$ cat src/rtl/hfe_pkg.sv
// Shared types, constants and CRC/hex helpers for the hex frame encoder.
package hfe_pkg;

  localparam int unsigned HFE_FIFO_DEPTH = 4;

  localparam logic CMD_START = 1'b0;
  localparam logic CMD_DATA  = 1'b1;

  localparam logic [7:0]  CHAR_BANG = 8'h21;
  localparam logic [7:0]  CHAR_NL   = 8'h0A;

  localparam logic [7:0]  CRC8_POLY  = 8'h07;
  localparam logic [7:0]  CRC8_INIT  = 8'h00;
  localparam logic [15:0] CRC16_POLY = 16'h1021;
  localparam logic [15:0] CRC16_INIT = 16'hFFFF;

  // Character positions within a frame; payload jobs start at POS_DATA_HI.
  localparam logic [3:0] POS_BANG    = 4'd0;
  localparam logic [3:0] POS_TYPE_HI = 4'd1;
  localparam logic [3:0] POS_TYPE_LO = 4'd2;
  localparam logic [3:0] POS_LEN_HI  = 4'd3;
  localparam logic [3:0] POS_LEN_LO  = 4'd4;
  localparam logic [3:0] POS_DATA_HI = 4'd5;
  localparam logic [3:0] POS_DATA_LO = 4'd6;
  localparam logic [3:0] POS_CRCL_HI = 4'd7;
  localparam logic [3:0] POS_CRCL_LO = 4'd8;
  localparam logic [3:0] POS_CRCH_HI = 4'd9;
  localparam logic [3:0] POS_CRCH_LO = 4'd10;
  localparam logic [3:0] POS_NL      = 4'd11;

  // One queued job: header (b0 type, b1 len, b2 header crc) or payload (b2 data).
  typedef struct packed {
    logic        is_hdr;
    logic        trailer;
    logic [7:0]  b0;
    logic [7:0]  b1;
    logic [7:0]  b2;
    logic [15:0] crc;
  } hfe_job_t;

  function automatic logic [7:0] crc8_byte(input logic [7:0] crc, input logic [7:0] b);
    logic [7:0] c;
    c = crc ^ b;
    for (int i = 0; i < 8; i++) begin
      if (c[7]) begin
        c = {c[6:0], 1'b0} ^ CRC8_POLY;
      end else begin
        c = {c[6:0], 1'b0};
      end
    end
    return c;
  endfunction

  function automatic logic [15:0] crc16_byte(input logic [15:0] crc, input logic [7:0] b);
    logic [15:0] c;
    c = crc ^ {b, 8'h00};
    for (int i = 0; i < 8; i++) begin
      if (c[15]) begin
        c = {c[14:0], 1'b0} ^ CRC16_POLY;
      end else begin
        c = {c[14:0], 1'b0};
      end
    end
    return c;
  endfunction

  function automatic logic [7:0] hex_char(input logic [3:0] n);
    logic [7:0] c;
    if (n < 4'd10) begin
      c = 8'h30 + {4'h0, n};
    end else begin
      c = 8'h37 + {4'h0, n};
    end
    return c;
  endfunction

endpackage

$ cat src/rtl/hfe_front.sv
// Front end: accepts input beats, tracks frame state and CRC-16, emits jobs.
module hfe_front
  import hfe_pkg::*;
(
  input  logic     clk_i,
  input  logic     rst_ni,
  input  logic     in_valid_i,
  input  logic     in_cmd_i,
  input  logic [7:0] in_type_i,
  input  logic [7:0] in_len_i,
  input  logic [7:0] in_data_i,
  input  logic     q_full_i,
  output logic     in_ready_o,
  output logic     push_o,
  output hfe_job_t job_o
);

  logic        open_q, open_d;
  logic [7:0]  left_q, left_d;
  logic [15:0] crc_q, crc_d;
  logic        accept;
  logic [15:0] crc_next;

  assign in_ready_o = !q_full_i;
  assign accept     = in_valid_i && !q_full_i;
  assign crc_next   = crc16_byte(crc_q, in_data_i);

  always_comb begin
    open_d = open_q;
    left_d = left_q;
    crc_d  = crc_q;
    push_o = 1'b0;
    job_o  = '0;
    if (accept) begin
      if (in_cmd_i == CMD_START) begin
        push_o       = 1'b1;
        crc_d        = CRC16_INIT;
        left_d       = in_len_i;
        open_d       = (in_len_i != 8'd0);
        job_o.is_hdr = 1'b1;
        job_o.trailer = (in_len_i == 8'd0);
        job_o.b0     = in_type_i;
        job_o.b1     = in_len_i;
        job_o.b2     = crc8_byte(crc8_byte(CRC8_INIT, in_type_i), in_len_i);
        job_o.crc    = CRC16_INIT;
      end else if (open_q) begin
        push_o        = 1'b1;
        crc_d         = crc_next;
        left_d        = left_q - 8'd1;
        open_d        = (left_q != 8'd1);
        job_o.is_hdr  = 1'b0;
        job_o.trailer = (left_q == 8'd1);
        job_o.b2      = in_data_i;
        job_o.crc     = crc_next;
      end
    end
  end

  always_ff @(posedge clk_i or negedge rst_ni) begin
    if (!rst_ni) begin
      open_q <= 1'b0;
      left_q <= 8'd0;
      crc_q  <= CRC16_INIT;
    end else begin
      open_q <= open_d;
      left_q <= left_d;
      crc_q  <= crc_d;
    end
  end

endmodule

$ cat src/rtl/hfe_fifo.sv
// Short job queue between front and back end; its head is read combinationally.
module hfe_fifo
  import hfe_pkg::*;
#(
  parameter int unsigned DEPTH = HFE_FIFO_DEPTH
) (
  input  logic     clk_i,
  input  logic     rst_ni,
  input  logic     push_i,
  input  hfe_job_t job_i,
  input  logic     pop_i,
  output logic     full_o,
  output logic     empty_o,
  output hfe_job_t head_o
);

  localparam int unsigned PW = (DEPTH > 1) ? $clog2(DEPTH) : 1;
  localparam int unsigned CW = $clog2(DEPTH + 1);
  localparam logic [PW-1:0] PTR_LAST = PW'(DEPTH - 1);
  localparam logic [CW-1:0] CNT_FULL = CW'(DEPTH);

  hfe_job_t       mem_q [DEPTH];
  logic [PW-1:0]  wr_ptr_q, rd_ptr_q;
  logic [CW-1:0]  cnt_q;

  assign full_o  = (cnt_q == CNT_FULL);
  assign empty_o = (cnt_q == '0);
  assign head_o  = mem_q[rd_ptr_q];

  always_ff @(posedge clk_i) begin
    if (push_i) begin
      mem_q[wr_ptr_q] <= job_i;
    end
  end

  always_ff @(posedge clk_i or negedge rst_ni) begin
    if (!rst_ni) begin
      wr_ptr_q <= '0;
      rd_ptr_q <= '0;
      cnt_q    <= '0;
    end else begin
      if (push_i) begin
        wr_ptr_q <= (wr_ptr_q == PTR_LAST) ? '0 : wr_ptr_q + PW'(1);
      end
      if (pop_i) begin
        rd_ptr_q <= (rd_ptr_q == PTR_LAST) ? '0 : rd_ptr_q + PW'(1);
      end
      if (push_i && !pop_i) begin
        cnt_q <= cnt_q + CW'(1);
      end else if (pop_i && !push_i) begin
        cnt_q <= cnt_q - CW'(1);
      end
    end
  end

  a_no_overflow: assert property (@(posedge clk_i) disable iff (!rst_ni)
    !(push_i && full_o && !pop_i))
    else $error("job queue overflow");

  a_no_underflow: assert property (@(posedge clk_i) disable iff (!rst_ni)
    !(pop_i && empty_o))
    else $error("job queue underflow");

endmodule

$ cat src/rtl/hfe_back.sv
// Back end: walks each queued job and emits its characters into an output register.
module hfe_back
  import hfe_pkg::*;
(
  input  logic       clk_i,
  input  logic       rst_ni,
  input  logic       empty_i,
  input  hfe_job_t   head_i,
  output logic       pop_o,
  output logic       out_valid_o,
  input  logic       out_ready_i,
  output logic [7:0] out_char_o,
  output logic       out_last_o
);

  logic [3:0] idx_q, idx_d;
  logic [3:0] pos, end_pos;
  logic       step;
  logic [7:0] ch;
  logic       valid_q;
  logic [7:0] char_q;
  logic       last_q;

  assign pos     = head_i.is_hdr ? idx_q : idx_q + POS_DATA_HI;
  assign end_pos = head_i.trailer ? POS_NL : POS_DATA_LO;
  assign step    = !empty_i && (!valid_q || out_ready_i);
  assign pop_o   = step && (pos == end_pos);
  assign idx_d   = pop_o ? 4'd0 : idx_q + 4'd1;

  always_comb begin
    case (pos)
      POS_BANG:    ch = CHAR_BANG;
      POS_TYPE_HI: ch = hex_char(head_i.b0[7:4]);
      POS_TYPE_LO: ch = hex_char(head_i.b0[3:0]);
      POS_LEN_HI:  ch = hex_char(head_i.b1[7:4]);
      POS_LEN_LO:  ch = hex_char(head_i.b1[3:0]);
      POS_DATA_HI: ch = hex_char(head_i.b2[7:4]);
      POS_DATA_LO: ch = hex_char(head_i.b2[3:0]);
      POS_CRCL_HI: ch = hex_char(head_i.crc[7:4]);
      POS_CRCL_LO: ch = hex_char(head_i.crc[3:0]);
      POS_CRCH_HI: ch = hex_char(head_i.crc[15:12]);
      POS_CRCH_LO: ch = hex_char(head_i.crc[11:8]);
      POS_NL:      ch = CHAR_NL;
      default:     ch = CHAR_NL;
    endcase
  end

  always_ff @(posedge clk_i) begin
    if (step) begin
      char_q <= ch;
      last_q <= (pos == POS_NL);
    end
  end

  always_ff @(posedge clk_i or negedge rst_ni) begin
    if (!rst_ni) begin
      idx_q   <= 4'd0;
      valid_q <= 1'b0;
    end else begin
      if (step) begin
        idx_q   <= idx_d;
        valid_q <= 1'b1;
      end else if (out_ready_i) begin
        valid_q <= 1'b0;
      end
    end
  end

  assign out_valid_o = valid_q;
  assign out_char_o  = char_q;
  assign out_last_o  = last_q;

  a_last_is_nl: assert property (@(posedge clk_i) disable iff (!rst_ni)
    (valid_q && last_q) |-> (char_q == CHAR_NL))
    else $error("tlast on a character other than newline");

  a_pos_range: assert property (@(posedge clk_i) disable iff (!rst_ni)
    !empty_i |-> (pos <= end_pos))
    else $error("character position past end of job");

endmodule

$ cat src/rtl/hex_frame_encoder_crc.sv
// Top level of the ASCII-hex frame encoder with CRC-8 header and CRC-16 trailer.
//
// channel   dir  tdata                                         tuser    tlast
// s_axis    in   [7:0] frame_type [15:8] payload_len            command  -
//                [23:16] data_byte
// m_axis    out  [7:0] out_char                                 -        last
//
// One beat in per cycle while the job queue has room; one character out per cycle
// while the receiver is ready and a job is queued. A payload beat makes 2 characters
// (7 when it closes the frame), a start beat 7 (12 with zero length), so sustained
// input is limited by the single-character output register that follows the queue.
// Reset clears frame state, the queue and the output valid; no clearing pass.
// Output stalls back up into the queue; input stalls only when the queue is full.
module hex_frame_encoder_crc
  import hfe_pkg::*;
#(
  parameter int unsigned FIFO_DEPTH = HFE_FIFO_DEPTH
) (
  input  logic        clk_i,
  input  logic        rst_ni,
  input  logic        s_axis_tvalid_i,
  output logic        s_axis_tready_o,
  input  logic [23:0] s_axis_tdata_i,  // frame_type, payload_len, data_byte
  input  logic        s_axis_tuser_i,  // command
  output logic        m_axis_tvalid_o,
  input  logic        m_axis_tready_i,
  output logic [7:0]  m_axis_tdata_o,  // out_char
  output logic        m_axis_tlast_o
);

  hfe_job_t push_job, head_job;
  logic     push, pop, full, empty;

  hfe_front u_front (
    .clk_i      (clk_i),
    .rst_ni     (rst_ni),
    .in_valid_i (s_axis_tvalid_i),
    .in_cmd_i   (s_axis_tuser_i),
    .in_type_i  (s_axis_tdata_i[7:0]),
    .in_len_i   (s_axis_tdata_i[15:8]),
    .in_data_i  (s_axis_tdata_i[23:16]),
    .q_full_i   (full),
    .in_ready_o (s_axis_tready_o),
    .push_o     (push),
    .job_o      (push_job)
  );

  hfe_fifo #(
    .DEPTH (FIFO_DEPTH)
  ) u_fifo (
    .clk_i   (clk_i),
    .rst_ni  (rst_ni),
    .push_i  (push),
    .job_i   (push_job),
    .pop_i   (pop),
    .full_o  (full),
    .empty_o (empty),
    .head_o  (head_job)
  );

  hfe_back u_back (
    .clk_i       (clk_i),
    .rst_ni      (rst_ni),
    .empty_i     (empty),
    .head_i      (head_job),
    .pop_o       (pop),
    .out_valid_o (m_axis_tvalid_o),
    .out_ready_i (m_axis_tready_i),
    .out_char_o  (m_axis_tdata_o),
    .out_last_o  (m_axis_tlast_o)
  );

endmodule

$ cat config.mk
export PLATFORM = sky130hd
export DESIGN_NAME = hex_frame_encoder_crc
export DESIGN_NICKNAME = d
export VERILOG_FILES = /design/src/rtl/hfe_pkg.sv /design/src/rtl/hfe_front.sv /design/src/rtl/hfe_fifo.sv /design/src/rtl/hfe_back.sv /design/src/rtl/hex_frame_encoder_crc.sv
export SDC_FILE = /design/constraint.sdc
export NUM_CORES = 1
export LEC_CHECK = 0
export BUFFER_PORTS_ARGS = -buffer_cell sky130_fd_sc_hd__buf_2
export CAP_MARGIN = 20
export CORE_ASPECT_RATIO = 0.7
export CORE_UTILIZATION = 50
export CTS_CLUSTER_SIZE = 14
export DETAILED_ROUTE_END_ITERATION = 10
export PLACE_DENSITY = 0.72
export SLEW_MARGIN = 20
export SYNTH_ARGS = -nofsm -noshare
export SYNTH_HDL_FRONTEND = slang
export SYNTH_SLANG_ARGS = --single-unit
$ cat constraint.sdc
create_clock -name clk_i -period 3.56 [get_ports clk_i]
set_input_delay 0.178 -clock clk_i [delete_from_list [all_inputs] [get_ports clk_i]]
set_output_delay 0.178 -clock clk_i [all_outputs]
set_load 0.05 [all_outputs]
# --- Yosys cells after proc, flatten, opt, wreduce, memory -nomap -nowiden ---
# Memory sizes are Yosys's and may differ from the RTL's.
# Cells that the tools add are included.
word_totals:
  regBits: 46
  output_inout_bits: 11
  mem_bits_rw: 168
  input_bits: 29
  memories: 1
op_classes:
  n_eq_ne: 18
  n_bitwise: 26
  n_addsub: 27
  reduce_logical: 18
  n_mux: 91
  order_cmp: 10
mem_list:
  columns: ["name", "words", "width", "rd", "rd_ports_with_merged_regs", "wr", "line", "source"]
  rows:
  - ["u_fifo.mem_q", 4, 42, 1, 0, 1, "hfe_fifo.sv:22", "hfe_job_t mem_q [DEPTH];"]
op_table:
  columns: ["operator", "count"]
  rows:
  - ["$mux 8", 42]
  - ["$add 6x4->7 const A", 20]
  - ["$mux 13", 8]
  - ["$pmux 8 s11", 1]
  - ["$not 3->3", 24]
  - ["$mux 3", 18]
  - ["$mux 16", 3]
  - ["$mux 24", 2]
  - ["$mux 42", 1]
  - ["$lt 4x4->1 const B", 10]
  - ["$eq 4x3->1 const B", 4]
  - ["$eq 4x4->1 const B", 4]
  - ["$xor 16x16->16", 1]
  - ["$mux 4", 3]
  - ["$mux 1", 10]
  - ["$eq 4x2->1 const B", 2]
  - ["$eq 8x1->1 const B", 1]
  - ["$logic_not 8->1", 1]
  - ["$ne 8x1->1 const B", 1]
  - ["$reduce_bool 8->1", 1]
  - ["$sub 8x1->8 const B", 1]
  - ["$xor 8x8->8", 1]
  - ["$mux 2", 3]
  - ["$logic_and 1x1->1", 5]
  - ["16 further kinds", 23]

# --- Longest topological paths before layout ---
logic_depth:
  word_depth: 65
  ltp_mapped: 14
  mapped_depth_nobuf: 12

# --- By module ---
# Synthesis repeated with hierarchy kept, for this count alone.
hier_totals:
  cells_unflattened: 763
  area_unflattened_um2: 10857.9
modules_own_cells:
  columns: ["mod", "area_each_um2", "instances", "cells_per_inst", "seq_area_each_um2"]
  rows:
  - ["hfe_fifo", 6532.5, 1, 257, 5220.0]
  - ["hfe_front", 2259.7, 1, 230, 645.6]
  - ["hfe_back", 2065.7, 1, 276, 365.4]

# --- Least setup slack after synthesis ---
# Ideal clock, no wire load.
synth_path:
  path_kind: "flip-flop to flip-flop"
  startpoint: "register u_fifo.cnt_q[2]"
  endpoint: "memory u_fifo.mem_q[0][0] in the netlist's numbering (enable)"
  period_less_slack_ns: 3.893
  stages_incl_launch_ff: 7
  t_required_ns: 3.113
  path_slack_ns: -0.333
  t_arrival_ns: 3.446
  path_cell_list: "dfrtp_1 or3b_2 and2_1 clkbuf_1 o21ai_0 clkbuf_1 nor2b_1"
synth_via:
  elab_chain_len: 6
synth_rtl:
  columns: ["element", "line", "source"]
  rows:
  - ["from (decl)", "hfe_fifo.sv:24", "logic [CW-1:0] cnt_q;"]
  - ["from (signal assigned)", "hfe_fifo.sv:49", "cnt_q <= cnt_q + CW'(1);"]
  - ["from (signal assigned)", "hfe_fifo.sv:51", "cnt_q <= cnt_q - CW'(1);"]
  - ["$eq 3x3->1", "hfe_fifo.sv:26", "assign full_o = (cnt_q == CNT_FULL);"]
  - ["$logic_not 1->1", null, null]
  - ["via s_axis_tready_o", "hex_frame_encoder_crc.sv:22", "output logic s_axis_tready_o,"]
  - ["$logic_and 1x1->1", "hfe_front.sv:25", "assign accept = in_valid_i && !q_full_i;"]
  - ["$mux 1", "hfe_front.sv:34", "if (accept) begin"]
  - ["$mux 1", "hfe_fifo.sv:31", "if (push_i) begin"]
  - ["$mux 1 (implied by the code)", "hfe_fifo.sv:32", "mem_q[wr_ptr_q] <= job_i;"]
  - ["to (decl)", "hfe_fifo.sv:22", null]
# The timed path passes the listed nets, and every way through them passes these cells.

# --- Worst setup path after layout ---
layout_path:
  startpoint: "register u_fifo.rd_ptr_q[0]"
  endpoint: "register u_fifo.cnt_q[2]"
layout_via:
  elab_chain_len: 7
layout_rtl:
  columns: ["element", "line", "source"]
  rows:
  - ["from (decl)", "hfe_fifo.sv:23", "logic [PW-1:0] wr_ptr_q, rd_ptr_q;"]
  - ["from (signal assigned)", "hfe_fifo.sv:46", "rd_ptr_q <= (rd_ptr_q == PTR_LAST) ? '0 : rd_ptr_q + PW'(1);"]
  - ["$mem_v2 4x42 *", null, null]
  - ["$mux 4 (on tied branches)", "hfe_back.sv:24, hfe_back.sv:25", null]
  - ["$eq 4x4->1 *", "hfe_back.sv:27", "assign pop_o = step && (pos == end_pos);"]
  - ["$logic_and 1x1->1 *", "hfe_back.sv:27", null]
  - ["$logic_not 1->1", "hfe_fifo.sv:48", "if (push_i && !pop_i) begin"]
  - ["$logic_and 1x1->1", "hfe_fifo.sv:48", null]
  - ["$mux 3 / $reduce_bool 2->1 (equally long branches)", null, null]
# Every way passes the cells marked *; elsewhere a longest branch is shown, timed or not.
# A chain may end at the register's enable or synchronous reset.

==> impl_metrics.yaml <==
yosys:
  synth_area_mm2: 0.0107
  synthDominantAreaCellType: "sky130_fd_sc_hd__edfxtp_1"
  yosys.area.top_type_share: 0.496
  synth_compound_area_frac: 0.101
  post_synth_adder_cell_area: 0.0242
  fraction_of_the_yosys_area_taken_by_sequential_cells: 0.584
  synthFlopType: "sky130_fd_sc_hd__edfxtp_1"
  synth-edff-count: 176
  post_synth_main_area_contributors: "sky130_fd_sc_hd__edfxtp_1, sky130_fd_sc_hd__mux4_2, sky130_fd_sc_hd__dfrtp_1"
  synth-simple-area-share: 0.100
  ys_async_sr_fraction: 0.174
  yosys_register_bits: 213
  synth.area.mux_share: 0.0970
  synthCells: 797
  synth_xor_xnor_area_share: 0.0616
  mappedNetlistNets: 846
  dominant_combinational_cell_family_by_area_after_synthesis: "compound AO/OA/AOI/OAI gates"
  synth.yosys.warnings: 0
  netlist-cell-type-count: 74
  synthesis.area_per_instance_um2: 13.4
global_route:
  grt_use_total: 0.228
  grt_pass1_wl_um: 37400
  antenna_violations_before_repair: 0
  grt_pass1_vias: 6389
  congestion_overflow_gr: 0
  pin_count_of_the_biggest_net_entering_global_routing: 45
drt:
  routed_wire_length_per_instance_um: 21.1
  detailroute.via_count: 6738
  dr.first_iter.drc_count: 591
  number_of_detailed_route_iterations_in_the_first_pass: 5
  count_of_antenna_violating_nets_left_after_detailed_routing: 0
  routed_wl_um: 23900
  detail_route.vias_per_cell: 5.95
  remaining_drc_errors: 0
critical_path:
  worstPathRequired_ns: 3.99
  setup.worst_path.class: "flip-flop to flip-flop"
  setup.worst_path.start_class: "flip-flop"
  type_of_destination_of_the_critical_path: "flip-flop"
  worst_reg_to_reg_cells: 11
  worst_ep_arrival_time_ns: 3.44
  crit_path_max_fanout: 8
clocking:
  number_of_clock_buffers_inserted_by_tritoncts: 21
  clockBufferDepth: 3
  cts.htree.levels: 1
  cts_tree: "yes"
  insertion_delay_ns: 0.50
  clk_sinks: 213
  cts_root_buffer: "sky130_fd_sc_hd__clkbuf_16"
  clk_pin_slew_worst_paths_ns: 0.06
sta:
  final_period_minus_worst_setup_slack_ns: 3.01
  final-hold-violation-count: 0
  rsz0062_at_grt: "false"
  timing.fmax_ghz: 0.332
  finalSetupViolCount: 0
  tightestPinTransition_ns: 0.917
  final.period_utilization: 0.846
  clock_skew_ns: 0.00693
  timing.max_slew.rel_slack: 0.389
  timing_max_transition_violations_final: 0
final_layout:
  leading_cell_type_in_the_layout_fill_and_taps_excluded: "sky130_fd_sc_hd__edfxtp_1"
  num-nets-final: 889
  drive_gt1_frac: 0.208
  areaGrowthSynthToFinish_pct: 11.5
  final_cell_mix: "sky130_fd_sc_hd__edfxtp_1, sky130_fd_sc_hd__xnor2_1, sky130_fd_sc_hd__a21oi_1"
  finish.instance_area_mm2: 0.0119
  final-instance-count-excl-fill: 1132
  filler_cell_count: 1659
status:
  outcome: "finished, final reports clean"
floorplanning:
  num_rows: 44
  num_io_pins: 40
  die_height_um: 124
  core_mm2: 0.0208
  floorplan.die_area_mm2: 0.0219
  die_x_um: 177
  floorplan.initialDensity: 0.513
power_and_ir_drop:
  clock_group_share_of_total_power: 0.202
  intPower_w: 0.00668
  ir_worst_vdd_mv: 0.400
  sw_ratio: 0.388
  net-switching-power_w: 0.00423
  power.density_mw_per_mm2: 918
  finalPower_w: 0.0109
  comb_power_share: 0.447
  share_seq_of_total_power: 0.351
  leakage_nw: 4.29
placement:
  placedCellCount: 1091
  port_buffers: 38
  hpwlAfterDp_um: 16100
  place_congestion: 0.932
  placement.cell_area_mm2: 0.0112
min_path:
  hold_class: "input pin to flip-flop"
  whs_path_depth: 3
job:
  cap_violations: 0
power by group through the flow:
stage,logic [W],registers (W),clock network (W)
final,0.00488,0.00384,0.00220
after floorplan,0.00349,0.00396,0
after global placement,0.00474,0.00386,0
after detailed placement,0.00482,0.00388,0
after global routing,0.00532,0.00390,0.00233
after CTS,0.00484,0.00384,0.00224
registers in the layout (all words and copies together) (netlist names):
name                cells
u_front.left_q          8
u_fifo.cnt_q            3
u_front.crc_q          16
u_fifo.mem_q          168
u_back.idx_q            4
u_back.out_char_o       7
u_back.out_last_o       1
u_front.open_q          1
u_fifo.rd_ptr_q         2
u_back.out_valid_o      1
u_fifo.wr_ptr_q         2
per-layer routing:
layer	vias up	part of all wire	track usage
met5	-	0	0
met4	0	0.012	0.0383
met3	27	0.089	0.0412
met2	293	0.41	0.321
met1	3318	0.49	0.368
li1	3100	-	-
synth_stat cells, types with 20 or more instances:
library cell	instances
sky130_fd_sc_hd__nand2_1	38
sky130_fd_sc_hd__inv_1	43
sky130_fd_sc_hd__xnor2_1	55
sky130_fd_sc_hd__xor2_1	20
sky130_fd_sc_hd__nor2b_1	20
sky130_fd_sc_hd__clkbuf_1	22
sky130_fd_sc_hd__mux4_2	42
sky130_fd_sc_hd__o22ai_1	20
sky130_fd_sc_hd__nor2_1	51
sky130_fd_sc_hd__nand3_1	21
sky130_fd_sc_hd__edfxtp_1	176
sky130_fd_sc_hd__dfrtp_1	21
sky130_fd_sc_hd__a21oi_1	54
metrics by stage:
| stage | TNS [ns] | setup WS (ns) | hold WS [ns] | util |
|---|---|---|---|---|
| floorplan | -55.89 | -0.333 | -0.118 | - |
| global placement | 0 | 0.594 | 0.342 | 0.538 |
| detailed placement | 0 | 0.531 | 0.350 | 0.538 |
| CTS | 0 | 0.521 | 0.0170 | 0.571 |
| global route | 0 | 0.348 | 0.0604 | 0.571 |
| finish | 0 | 0.549 | 0.0309 | 0.571 |
cells by family (layout without fill, tap and decap cells):
logic type,after synthesis,in the layout
and+or+nand+nor,200,200
AOI/OAI and AO/OA,159,159
buffers and inverters,81,139
other,1,2
adders and majority gates,20,20
DFF,213,213
muxes,48,48
xor gates and xnor gates,75,75
cell type report:
| type | instances | area [um2] | area share |
|---|---|---|---|
| antenna | 1 | 2.50 | 0.000210 |
| clock buffer | 26 | 554 | 0.0466 |
| clock inverter | 12 | 115 | 0.00968 |
| inverter | 45 | 169 | 0.0142 |
| multi-input combinational | 503 | 4130 | 0.347 |
| sequential | 213 | 6230 | 0.524 |
| tap | 276 | 345 | 0.0290 |
| timing repair buffer | 56 | 343 | 0.0288 |
final timing paths:
path / from / endpoint / slack, ns
worst max-delay path: u_fifo.rd_ptr_q[0]$_DFFE_PN0P_ / u_fifo.cnt_q[2]$_DFFE_PN0P_ / 0.55
worst min-delay path: s_axis_tdata_i[15] / u_front.left_q[7]$_DFFE_PN0P_ / 0.03
worst max register to register: u_fifo.rd_ptr_q[0]$_DFFE_PN0P_ / u_fifo.cnt_q[2]$_DFFE_PN0P_ / 0.55
worst min register to register: u_fifo.cnt_q[2]$_DFFE_PN0P_ / u_fifo.cnt_q[2]$_DFFE_PN0P_ / 0.50
max in group asynchronous: rst_ni / u_fifo.rd_ptr_q[0]$_DFFE_PN0P_ / 2.57
min in group asynchronous: rst_ni / u_front.left_q[4]$_DFFE_PN0P_ / 0.35
critical path, stage by stage (launching register included):
cell                      delay (ns)
sky130_fd_sc_hd__dfrtp_2        0.40
sky130_fd_sc_hd__mux4_2         0.63
sky130_fd_sc_hd__a32o_2         0.35
sky130_fd_sc_hd__o22ai_2        0.22
sky130_fd_sc_hd__mux2i_4        0.13
sky130_fd_sc_hd__nand2_2        0.13
sky130_fd_sc_hd__ha_1           0.18
sky130_fd_sc_hd__inv_1          0.07
sky130_fd_sc_hd__fa_1           0.43
sky130_fd_sc_hd__xor2_1         0.15
sky130_fd_sc_hd__nor2_1         0.11
sky130_fd_sc_hd__xor2_1         0.14
timing repair:
action,4_1_cts,5_1_grt
resized for setup,0,0
hold buffers,2,0
hold endpoints to repair,22,0
setup buffers,0,0
Power figures use the tool's default switching activity.
